===== src/rtl/bifs_pkg.sv =====
package bifs_pkg;

    localparam int VALUE_W  = 32;
    localparam int ENTRY_W  = 4;
    localparam int SEG_W    = 4;
    localparam int FRAC_W   = 8;
    localparam int CFG_W    = 5;
    localparam int PROD_W   = VALUE_W + FRAC_W;
    localparam int DIV_CNT_W = $clog2(FRAC_W + 1);

    localparam logic [CFG_W-1:0] POINTS_RESET = CFG_W'(16);

    localparam logic KIND_WRITE  = 1'b0;
    localparam logic KIND_LOOKUP = 1'b1;

    typedef enum logic [6:0] {
        S_IDLE   = 7'b0000001,
        S_CHK_LO = 7'b0000010,
        S_CHK_HI = 7'b0000100,
        S_PROBE  = 7'b0001000,
        S_SUB    = 7'b0010000,
        S_MUL    = 7'b0100000,
        S_DIV    = 7'b1000000
    } state_t;

endpackage


===== src/rtl/breakpoint_index_fraction_search.sv =====
// Breakpoint table with a binary-search lookup. A word with kind 0 stores value into
// table entry entry_index (taken modulo MAX_POINTS) and gives no result.
// A word with kind 1 searches the first points_in_use entries for the largest breakpoint
// not above value and returns its segment_index and fraction = floor(255*(value-lo)/(hi-lo)),
// with fraction 0 when the target clamps to either end of the table. All probes go
// through one table read port with registered data, one probe per cycle, and the
// fraction comes from an eight-step restoring divider, one quotient bit per cycle. A
// lookup that clamps at the low end stops after checking entry 0, one at the high end
// after checking the last entry in use; an interior lookup probes, subtracts, multiplies
// and divides, then registers its result. in_stall stays high while a lookup is in progress,
// and one finished result can wait in the output register while new words are taken.
module breakpoint_index_fraction_search
    import bifs_pkg::*;
#(
    parameter int MAX_POINTS = 16
)
(
    input  logic                      clk,
    input  logic                      rst_n,
    input  logic                      cfg_write_en,
    input  logic [CFG_W-1:0]          cfg_write_data,
    input  logic                      in_valid,
    output logic                      in_stall,
    input  logic                      kind,
    input  logic [ENTRY_W-1:0]        entry_index,
    input  logic signed [VALUE_W-1:0] value,
    output logic                      out_valid,
    input  logic                      out_stall,
    output logic [SEG_W-1:0]          segment_index,
    output logic [FRAC_W-1:0]         fraction
);

    localparam int IDX_W = $clog2(MAX_POINTS);
    localparam int CNT_W = $clog2(MAX_POINTS + 1);
    localparam int RED_W = (CNT_W > ENTRY_W) ? CNT_W : ENTRY_W;
    localparam int RED_STEPS = 8;

    logic signed [VALUE_W-1:0] mem [MAX_POINTS];
    logic signed [VALUE_W-1:0] rd_data_reg;
    logic [IDX_W-1:0]          rd_addr;
    logic [IDX_W-1:0]          wr_addr;
    logic                      wr_en;
    logic [RED_W-1:0]          wr_red;

    state_t                    state_reg, state_next;
    logic [CFG_W-1:0]          points_in_use_reg;
    logic [IDX_W-1:0]          lo_reg, lo_next;
    logic [IDX_W-1:0]          hi_reg, hi_next;
    logic signed [VALUE_W-1:0] target_reg, target_next;
    logic signed [VALUE_W-1:0] lo_val_reg, lo_val_next;
    logic signed [VALUE_W-1:0] hi_val_reg, hi_val_next;
    logic [VALUE_W-1:0]        num_reg, num_next;
    logic [VALUE_W-1:0]        den_reg, den_next;
    logic [VALUE_W-1:0]        rem_reg, rem_next;
    logic [FRAC_W-1:0]         quo_reg, quo_next;
    logic [DIV_CNT_W-1:0]      cnt_reg, cnt_next;
    logic                      out_valid_reg, out_valid_next;
    logic [SEG_W-1:0]          segment_index_reg, segment_index_next;
    logic [FRAC_W-1:0]         fraction_reg, fraction_next;

    logic [CNT_W-1:0]          used;
    logic [CNT_W-1:0]          used_m1;
    logic [IDX_W:0]            mid_sum_cur;
    logic [IDX_W:0]            mid_sum_nxt;
    logic [IDX_W:0]            lo_plus1_cur;
    logic [IDX_W:0]            lo_plus1_nxt;
    logic [VALUE_W:0]          num_diff;
    logic [VALUE_W:0]          den_diff;
    logic [PROD_W-1:0]         prod;
    logic [VALUE_W:0]          shifted;
    logic                      div_ge;
    logic                      accept;

    // effective point count, clamped to 1..MAX_POINTS
    always_comb
    begin
        if (points_in_use_reg == '0)
        begin
            used = CNT_W'(1);
        end
        else if (int'(points_in_use_reg) > MAX_POINTS)
        begin
            used = CNT_W'(MAX_POINTS);
        end
        else
        begin
            used = CNT_W'(points_in_use_reg);
        end
        used_m1 = used - CNT_W'(1);
    end

    // write index modulo table depth
    always_comb
    begin
        wr_red = RED_W'(entry_index);
        for (int k = 0; k < RED_STEPS; k++)
        begin
            if (wr_red >= RED_W'(MAX_POINTS))
            begin
                wr_red = wr_red - RED_W'(MAX_POINTS);
            end
        end
        wr_addr = wr_red[IDX_W-1:0];
    end

    assign accept       = in_valid && !in_stall;
    assign wr_en        = accept && (kind == KIND_WRITE);
    assign in_stall     = (state_reg != S_IDLE);

    always_ff @(posedge clk)
    begin
        if (wr_en)
        begin
            mem[wr_addr] <= value;
        end
        rd_data_reg <= mem[rd_addr];
    end

    assign mid_sum_cur  = {1'b0, lo_reg} + {1'b0, hi_reg};
    assign lo_plus1_cur = {1'b0, lo_reg} + (IDX_W+1)'(1);
    assign num_diff     = {target_reg[VALUE_W-1], target_reg}
                          - {lo_val_reg[VALUE_W-1], lo_val_reg};
    assign den_diff     = {hi_val_reg[VALUE_W-1], hi_val_reg}
                          - {lo_val_reg[VALUE_W-1], lo_val_reg};
    assign prod         = {num_reg, FRAC_W'(0)} - PROD_W'(num_reg);
    assign shifted      = {rem_reg, quo_reg[FRAC_W-1]};
    assign div_ge       = shifted >= {1'b0, den_reg};

    always_comb
    begin
        state_next         = state_reg;
        lo_next            = lo_reg;
        hi_next            = hi_reg;
        target_next        = target_reg;
        lo_val_next        = lo_val_reg;
        hi_val_next        = hi_val_reg;
        num_next           = num_reg;
        den_next           = den_reg;
        rem_next           = rem_reg;
        quo_next           = quo_reg;
        cnt_next           = cnt_reg;
        rd_addr            = '0;
        mid_sum_nxt        = mid_sum_cur;
        lo_plus1_nxt       = lo_plus1_cur;
        out_valid_next     = out_valid_reg && out_stall;
        segment_index_next = segment_index_reg;
        fraction_next      = fraction_reg;

        unique case (state_reg)
            S_IDLE:
            begin
                rd_addr = '0;
                if (accept && (kind == KIND_LOOKUP))
                begin
                    target_next = value;
                    lo_next     = '0;
                    hi_next     = used_m1[IDX_W-1:0];
                    quo_next    = '0;
                    state_next  = S_CHK_LO;
                end
            end
            S_CHK_LO:
            begin
                rd_addr = hi_reg;
                if (target_reg > rd_data_reg)
                begin
                    lo_val_next = rd_data_reg;
                    state_next  = S_CHK_HI;
                end
                else
                begin
                    state_next = S_DIV;
                    cnt_next   = DIV_CNT_W'(FRAC_W);
                end
            end
            S_CHK_HI:
            begin
                rd_addr = mid_sum_cur[IDX_W:1];
                if (target_reg >= rd_data_reg)
                begin
                    lo_next    = hi_reg;
                    state_next = S_DIV;
                    cnt_next   = DIV_CNT_W'(FRAC_W);
                end
                else
                begin
                    hi_val_next = rd_data_reg;
                    if ({1'b0, hi_reg} == lo_plus1_cur)
                    begin
                        state_next = S_SUB;
                    end
                    else
                    begin
                        state_next = S_PROBE;
                    end
                end
            end
            S_PROBE:
            begin
                if (target_reg >= rd_data_reg)
                begin
                    lo_next     = mid_sum_cur[IDX_W:1];
                    lo_val_next = rd_data_reg;
                end
                else
                begin
                    hi_next     = mid_sum_cur[IDX_W:1];
                    hi_val_next = rd_data_reg;
                end
                mid_sum_nxt  = {1'b0, lo_next} + {1'b0, hi_next};
                lo_plus1_nxt = {1'b0, lo_next} + (IDX_W+1)'(1);
                rd_addr      = mid_sum_nxt[IDX_W:1];
                if ({1'b0, hi_next} == lo_plus1_nxt)
                begin
                    state_next = S_SUB;
                end
            end
            S_SUB:
            begin
                num_next   = num_diff[VALUE_W-1:0];
                den_next   = den_diff[VALUE_W-1:0];
                state_next = S_MUL;
            end
            S_MUL:
            begin
                // 255*num, high part seeds the remainder, low byte shifts in
                rem_next   = prod[PROD_W-1:FRAC_W];
                quo_next   = prod[FRAC_W-1:0];
                cnt_next   = '0;
                state_next = S_DIV;
            end
            S_DIV:
            begin
                if (cnt_reg != DIV_CNT_W'(FRAC_W))
                begin
                    rem_next = div_ge ? shifted[VALUE_W-1:0] - den_reg : shifted[VALUE_W-1:0];
                    quo_next = {quo_reg[FRAC_W-2:0], div_ge};
                    cnt_next = cnt_reg + DIV_CNT_W'(1);
                end
                else if (!out_valid_reg || !out_stall)
                begin
                    out_valid_next     = 1'b1;
                    segment_index_next = SEG_W'(lo_reg);
                    fraction_next      = quo_reg;
                    state_next         = S_IDLE;
                end
            end
            default:
            begin
                state_next = S_IDLE;
            end
        endcase
    end

    always_ff @(posedge clk or negedge rst_n)
    begin
        if (!rst_n)
        begin
            state_reg         <= S_IDLE;
            out_valid_reg     <= 1'b0;
            points_in_use_reg <= POINTS_RESET;
        end
        else
        begin
            state_reg     <= state_next;
            out_valid_reg <= out_valid_next;
            if (cfg_write_en)
            begin
                points_in_use_reg <= cfg_write_data;
            end
        end
    end

    always_ff @(posedge clk)
    begin
        lo_reg            <= lo_next;
        hi_reg            <= hi_next;
        target_reg        <= target_next;
        lo_val_reg        <= lo_val_next;
        hi_val_reg        <= hi_val_next;
        num_reg           <= num_next;
        den_reg           <= den_next;
        rem_reg           <= rem_next;
        quo_reg           <= quo_next;
        cnt_reg           <= cnt_next;
        segment_index_reg <= segment_index_next;
        fraction_reg      <= fraction_next;
    end

    assign out_valid     = out_valid_reg;
    assign segment_index = segment_index_reg;
    assign fraction      = fraction_reg;

endmodule


===== config.mk =====
export PLATFORM = sky130hd
export DESIGN_NAME = breakpoint_index_fraction_search
export DESIGN_NICKNAME = d
export VERILOG_FILES = /design/src/rtl/bifs_pkg.sv /design/src/rtl/breakpoint_index_fraction_search.sv
export SDC_FILE = /design/constraint.sdc
export NUM_CORES = 1
export LEC_CHECK = 0
export BUFFER_PORTS_ARGS = -buffer_cell sky130_fd_sc_hd__buf_2
export CORE_MARGIN = 2
export CORE_UTILIZATION = 42
export CTS_BUF_LIST = sky130_fd_sc_hd__clkbuf_2
export CTS_CLUSTER_SIZE = 12
export DETAILED_ROUTE_END_ITERATION = 7
export PLACE_DENSITY = 0.53
export SLEW_MARGIN = 20
export SYNTH_ARGS = -nofsm -noshare
export SYNTH_HDL_FRONTEND = slang
export SYNTH_SLANG_ARGS = --single-unit
export TNS_END_PERCENT = 1

===== constraint.sdc =====
create_clock -name clk -period 13.1 [get_ports clk]
set_input_delay 1.965 -clock clk [delete_from_list [all_inputs] [get_ports clk]]
set_output_delay 1.965 -clock clk [all_outputs]
set_load 0.01 [all_outputs]

==> flow_metrics.env, run 1 <==
export IMPL_regMostFlops="mem"
export IMPL_htreeDepth=4
export IMPL_io_pins=61
export IMPL_synth_top_area_share_pct=56.8
export IMPL_nFillCells=8377
export IMPL_port_buffer_count=60
export IMPL_hold_viol_final=0
export IMPL_yosysMostFrequentCell="edfxtp_1"
export IMPL_fmaxAchievable_ghz=0.118
export IMPL_tightest_slew_ns=1.24
export IMPL_post_cts_resized=0
export IMPL_slew_headroom_pct=16.9
export IMPL_min_period_over_period_pct=64.5
export IMPL_synth_cell_types=98
export IMPL_finalSetupTns_ns=0
export IMPL_path_clk_slew_ns=0.10
export IMPL_initial_core_util_pct=42.4
export IMPL_power_density_mw_per_mm2=146
export IMPL_skew_ns=0.128
export IMPL_nets=3669
export IMPL_rsz0062_at_grt="no"
export IMPL_antenna_left=0
export IMPL_synth_top_cells_by_count="edfxtp_1 (736), nand2_1 (379), inv_1 (170)"
export IMPL_cts_tree="built"
export IMPL_netlist_area_mm2=0.0389
export IMPL_irDropWorstVdd_v=0.000150
export IMPL_synthCells=3306
export IMPL_clock_sinks=781
export IMPL_drt_wl_total_um=123000
export IMPL_drv_slew=0
export IMPL_seq_area_mm2=0.0231
export IMPL_synthesis_nets=3520
export IMPL_root_buffer="clkbuf_2"
export IMPL_overflow=0
export IMPL_syn_avg_cell_area_um2=11.8
export IMPL_rr_worst_depth=25
export IMPL_grt_pass1_wl_um=183000
export IMPL_core_mm2=0.0918
export IMPL_drive_above_1_share_pct=16.3
export IMPL_via_per_inst=6.01
export IMPL_hpwl_um=73700
export IMPL_areaGrowthSynthToFinish_pct=9.66
export IMPL_p_leak_nw=15.6
export IMPL_grt_pass1_vias=29412
export IMPL_ys_warnings_count=0
export IMPL_seq_area_frac_synth_pct=59.2
export IMPL_die_area_mm2=0.0952
export IMPL_synth_seq_cells=781
export IMPL_r2r_end="rd_data_reg[7]"
export IMPL_cp_data_required_time_ns=14.37
export IMPL_dieHeight_um=308
export IMPL_ctsHoldBuffers=0
export IMPL_yosys_area_top_type="edfxtp_1"
export IMPL_numCtsBuffers=203
export IMPL_crit_path_max_fanout=94
export IMPL_holdWs_ns=0.438
export IMPL_grt_use_total_pct=25.8
export IMPL_status="complete, no violations"
export IMPL_clk_insertion_delay_late_ns=1.47
export IMPL_clock_tree_buffer_depth=3
export IMPL_setup_ws_ns=4.66
export IMPL_start_kind="register"
export IMPL_drt_iter0_drc=3021
export IMPL_dp_slack_ns=4.69
export IMPL_final_setup_viol_count=0
export IMPL_synth_edf_count=736
export IMPL_num_rows=111
export IMPL_min_period_ns=8.44
export IMPL_synth_area_leaders="edfxtp_1 (57%), ha_1 (5.2%), nand2_1 (3.7%)"
export IMPL_routabilityCongestion=0.881
export IMPL_rrSetupSlack_ns=4.66
export IMPL_hp_class="in -> async"
export IMPL_largest_reg_flops=512
export IMPL_timing_rr_start="rd_data_reg[10]"
export IMPL_maxCapViolations=0
export IMPL_cp_end_kind="register"
export IMPL_worst_setup_path_type="reg -> reg"
export IMPL_ys_flop_type="edfxtp_1"
export IMPL_synthArstFlopShare_pct=1.66
export IMPL_vias=29230
export IMPL_die_w_um=308
export IMPL_drtPass1Iterations=5
export IMPL_grt_max_degree=95
export IMPL_drc=0
export IMPL_multi_input_area_mm2=0.0147
export IMPL_antenna_found_initial=15
export IMPL_crit_arrival_ns=9.71
export IMPL_cts_setup_buffers=0
export IMPL_routedWlPerCell_um=25.3
cell families (layout without fill, tap and decap cells):
family / after synthesis / in the layout / share of synthesized area [%]
compound gates: 912 / 912 / 16.4
mux: 41 / 41 / 1.08
flops: 781 / 781 / 59.2
xor+xnor: 119 / 119 / 2.68
fa+ha+maj: 167 / 167 / 5.44
other cells: 0 / 5 / 0
simple gates: 942 / 942 / 11.6
buf+inv: 344 / 655 / 3.52
critical path: stages (launching register included):
cell	delay, ns
dfxtp_1	0.53
inv_1	0.10
ha_1	0.31
o21ai_0	0.19
nor2_1	0.07
o31ai_2	0.19
a41oi_2	0.21
nor4_4	0.64
nand2_1	0.62
mux2i_1	0.40
inv_1	0.10
ha_1	0.24
ha_1	0.34
nand2_1	0.06
o22a_1	0.19
nor2_1	0.25
o21ai_4	0.09
buf_4	0.35
buf_12	0.36
nand2_4	0.79
buf_4	0.75
o22ai_1	0.17
a32oi_1	0.24
o221ai_1	0.15
o221a_2	0.29
a31oi_1	0.54
metrics by stage:
| stage | area (um^2) | total power, mW | instances | utilization (%) |
|---|---|---|---|---|
| 5_1_grt | 42700 | 6.52 | 4861 | 46.5 |
| 3_3_place_gp | 40700 | 4.48 | 4492 | 44.4 |
| 3_5_place_dp | 40800 | 4.50 | 4493 | 44.4 |
| 6_report | 42700 | 6.23 | 4865 | 46.5 |
| 4_1_cts | 42700 | 6.26 | 4860 | 46.5 |
| 2_1_floorplan | 38900 | 3.92 | 3306 | - |
how the worst max path moves through the flow:
stage,startpoint,end,cells past startpoint
after global placement,rd_data_reg[10],rd_data_reg[7],25
final,rd_data_reg[10],rd_data_reg[7],25
after floorplan,state_reg[3],den_reg[0],3
after global routing,rd_data_reg[10],rd_data_reg[0],24
after CTS,rd_data_reg[10],rd_data_reg[7],25
after detailed placement,rd_data_reg[10],rd_data_reg[7],25
layout make-up:
| class | count | share of cell area, % |
|---|---|---|
| Clock inverter | 41 | 0.692 |
| Clock buffer | 326 | 3.82 |
| Sequential cell | 781 | 54.0 |
| Antenna cell | 5 | 0.0293 |
| Inverter | 170 | 1.49 |
| Multi-Input combinational cell | 2181 | 34.5 |
| Tap cell | 1243 | 3.64 |
| Timing Repair Buffer | 118 | 1.78 |
layer usage:
| layer | GRT usage [%] | up-vias | part of all wire [%] |
|---|---|---|---|
| met4 | 11.4 | 2 | 3.9 |
| met5 | 0 | - | 0.011 |
| li1 | - | 13152 | - |
| met2 | 42.4 | 1366 | 47 |
| met1 | 33.4 | 14389 | 41 |
| met3 | 4.74 | 321 | 7.7 |
power breakdown:
group / switching, mW / internal (mW) / total (mW)
logic: 1.11 / 0.453 / 1.56
registers: 0.0644 / 2.86 / 2.92
clock network: 1.02 / 0.723 / 1.75
cell usage in the layout (no fill, tap or decap), types with 17 or more instances in the layout:
cell	n
edfxtp_1	736
nand2_1	372
clkbuf_2	326
inv_1	170
ha_1	163
nor2_1	154
a21oi_1	147
o21ai_0	128
o22ai_1	120
nand3_1	94
xnor2_1	84
a31oi_1	67
buf_2	60
buf_4	56
a32oi_1	47
nor3_1	45
o221ai_1	44
a21o_1	42
o2111ai_1	41
xor2_1	35
or3_1	33
mux2i_1	33
a211oi_1	32
dfxtp_1	32
or2_2	31
nand2b_1	29
o211ai_1	27
and3_1	22
o21a_1	21
nor2b_1	20
nand4_1	20
clkinv_1	20
o22a_1	17
Note: power is estimated with default switching activity, not from simulation.
==> run 2: changes to the inputs <==
- clock period: 13.1 -> 8.4 ns (I/O delays scaled with it)
==> flow_metrics.env, run 2 (synthesis results as in run 1) <==
export IMPL_status="complete, no violations"
export IMPL_hold_viol_final=0
export IMPL_largest_reg_flops=512
export IMPL_cts_tree="built"
export IMPL_min_period_over_period_pct=84.7
export IMPL_numCtsBuffers=202
export IMPL_crit_path_max_fanout=29
export IMPL_crit_arrival_ns=8.41
export IMPL_hpwl_um=76700
export IMPL_met1_length_um=51900
export IMPL_htreeDepth=4
export IMPL_clock_sinks=781
export IMPL_multi_input_area_mm2=0.0147
export IMPL_tightest_slew_ns=1.15
export IMPL_mostFrequentLayoutCell="edfxtp_1"
export IMPL_path_clk_slew_ns=0.12
export IMPL_grt_pass1_vias=28994
export IMPL_die_area_mm2=0.0952
export IMPL_skew_ns=0.165
export IMPL_nets=3710
export IMPL_wl_met2_um=58100
export IMPL_final_setup_viol_count=0
export IMPL_timing_rr_start="rd_data_reg[25]"
export IMPL_root_buffer="clkbuf_2"
export IMPL_worstHoldPathCells=1
export IMPL_cp_data_required_time_ns=9.70
export IMPL_worst_setup_path_type="reg -> reg"
export IMPL_hold_end="mem[3][26]"
export IMPL_num_rows=111
export IMPL_top_layer="met5"
export IMPL_irDropWorstVdd_v=0.000203
export IMPL_grt_use_total_pct=26.0
export IMPL_power_density_mw_per_mm2=226
export IMPL_overflow=0
export IMPL_drt_wl_total_um=124000
export IMPL_initial_core_util_pct=42.4
export IMPL_routedWlPerCell_um=25.3
export IMPL_drc=0
export IMPL_port_buffer_count=60
export IMPL_regMostFlops="mem"
export IMPL_hp_class="in -> reg"
export IMPL_seq_area_mm2=0.0231
export IMPL_layout_common_cells="edfxtp_1 (736), nand2_1 (374), clkbuf_2 (290)"
export IMPL_rrSetupSlack_ns=1.28
export IMPL_p_total_mw=9.73
export IMPL_start_kind="register"
export IMPL_cp_end_kind="register"
export IMPL_die_w_um=308
export IMPL_finalSetupTns_ns=0
export IMPL_maxCapViolations=0
export IMPL_p_leak_nw=15.8
export IMPL_grt_max_degree=94
export IMPL_worstHoldStart="value[26]"
export IMPL_fmaxAchievable_ghz=0.140
export IMPL_vias=29226
export IMPL_routabilityCongestion=0.897
export IMPL_drt_iter0_drc=2914
export IMPL_drv_slew=0
export IMPL_wl_met3_um=9200
export IMPL_drtPass1Iterations=7
export IMPL_antenna_found_initial=9
export IMPL_min_period_ns=7.12
export IMPL_rr_worst_depth=23
export IMPL_antenna_left=0
export IMPL_slew_headroom_pct=23.3
export IMPL_core_mm2=0.0918
export IMPL_grt_pass1_wl_um=183000
export IMPL_r2r_end="rd_data_reg[29]"
export IMPL_via_per_inst=5.95
export IMPL_drive_above_1_share_pct=15.9
export IMPL_clock_tree_buffer_depth=3
export IMPL_areaGrowthSynthToFinish_pct=10.6
export IMPL_rsz0062_at_grt="no"
export IMPL_io_pins=61
export IMPL_dieHeight_um=308
export IMPL_clk_insertion_delay_late_ns=1.56
export IMPL_nFillCells=8433
-- run 2: power breakdown --
part	total, mW	internal, mW	switching (mW)
Clock	2.67	1.02	1.65
Combinational	2.49	0.748	1.74
Sequential	4.57	4.45	0.115
-- run 2: metal layers --
layer  vias to the layer above  global-route usage (%)
met2                      1342                    42.0
met3                       297                    4.82
met1                     14339                    34.0
li1                      13246                       -
met4                         2                    11.6
met5                         -                       0
-- run 2: worst max path at each step --
stage                     from         endpoint  slack [ns]  cells after the start
2_1_floorplan     state_reg[3]       den_reg[0]        1.92                      3
3_3_place_gp   rd_data_reg[16]  rd_data_reg[29]        1.59                     23
3_5_place_dp   rd_data_reg[25]  rd_data_reg[29]        1.53                     23
4_1_cts        rd_data_reg[25]  rd_data_reg[29]        1.39                     23
5_1_grt        rd_data_reg[16]  rd_data_reg[29]        0.94                     23
6_report       rd_data_reg[25]  rd_data_reg[29]        1.28                     23
-- run 2: stage by stage --
| step | util, % | hold slack [ns] | cell area, um^2 | setup slack [ns] | instances |
|---|---|---|---|---|---|
| global route | 46.9 | 0.0547 | 43100 | 0.943 | 4909 |
| detailed placement | 44.6 | 0.443 | 40900 | 1.53 | 4514 |
| CTS | 46.9 | 0.000282 | 43000 | 1.39 | 4906 |
| finish | 46.9 | 0.167 | 43100 | 1.28 | 4910 |
| global placement | 44.6 | 0.437 | 40900 | 1.59 | 4514 |
| floorplan | - | 0.426 | 38900 | 1.92 | 3306 |
-- run 2: worst max-delay path, stage by stage (launching register included) --
cell and delay [ns]:
dfxtp_1 0.50, inv_1 0.08, ha_1 0.30, a21o_1 0.18, nand3_1 0.07, a21oi_1 0.08, o31a_1 0.40, nor4_4 0.54
nand2_1 0.48, mux2i_1 0.36, inv_1 0.10, ha_1 0.25, ha_1 0.34, nand2_1 0.06, o22a_1 0.19, nor2_1 0.26
o21a_4 0.35, nor2_1 0.14, nand4_1 0.25, and3_2 0.79, buf_12 0.29, o22a_1 0.19, o221ai_1 0.17, o221ai_1 0.51
-- run 2: layout make-up --
cell class | instances | area share [%]
Antenna cell | 3 | 0.0174
Clock buffer | 290 | 3.37
Clock inverter | 82 | 1.01
Inverter | 170 | 1.48
Multi-Input combinational cell | 2181 | 34.2
Sequential cell | 781 | 53.6
Tap cell | 1243 | 3.61
Timing Repair Buffer | 160 | 2.73
-- run 2: what timing repair did --
item | CTS | global route
hold endpoints to repair | 106 | 0
resized for setup | 0 | 0
buffers inserted | 0 | 0
hold buffers | 20 | 0
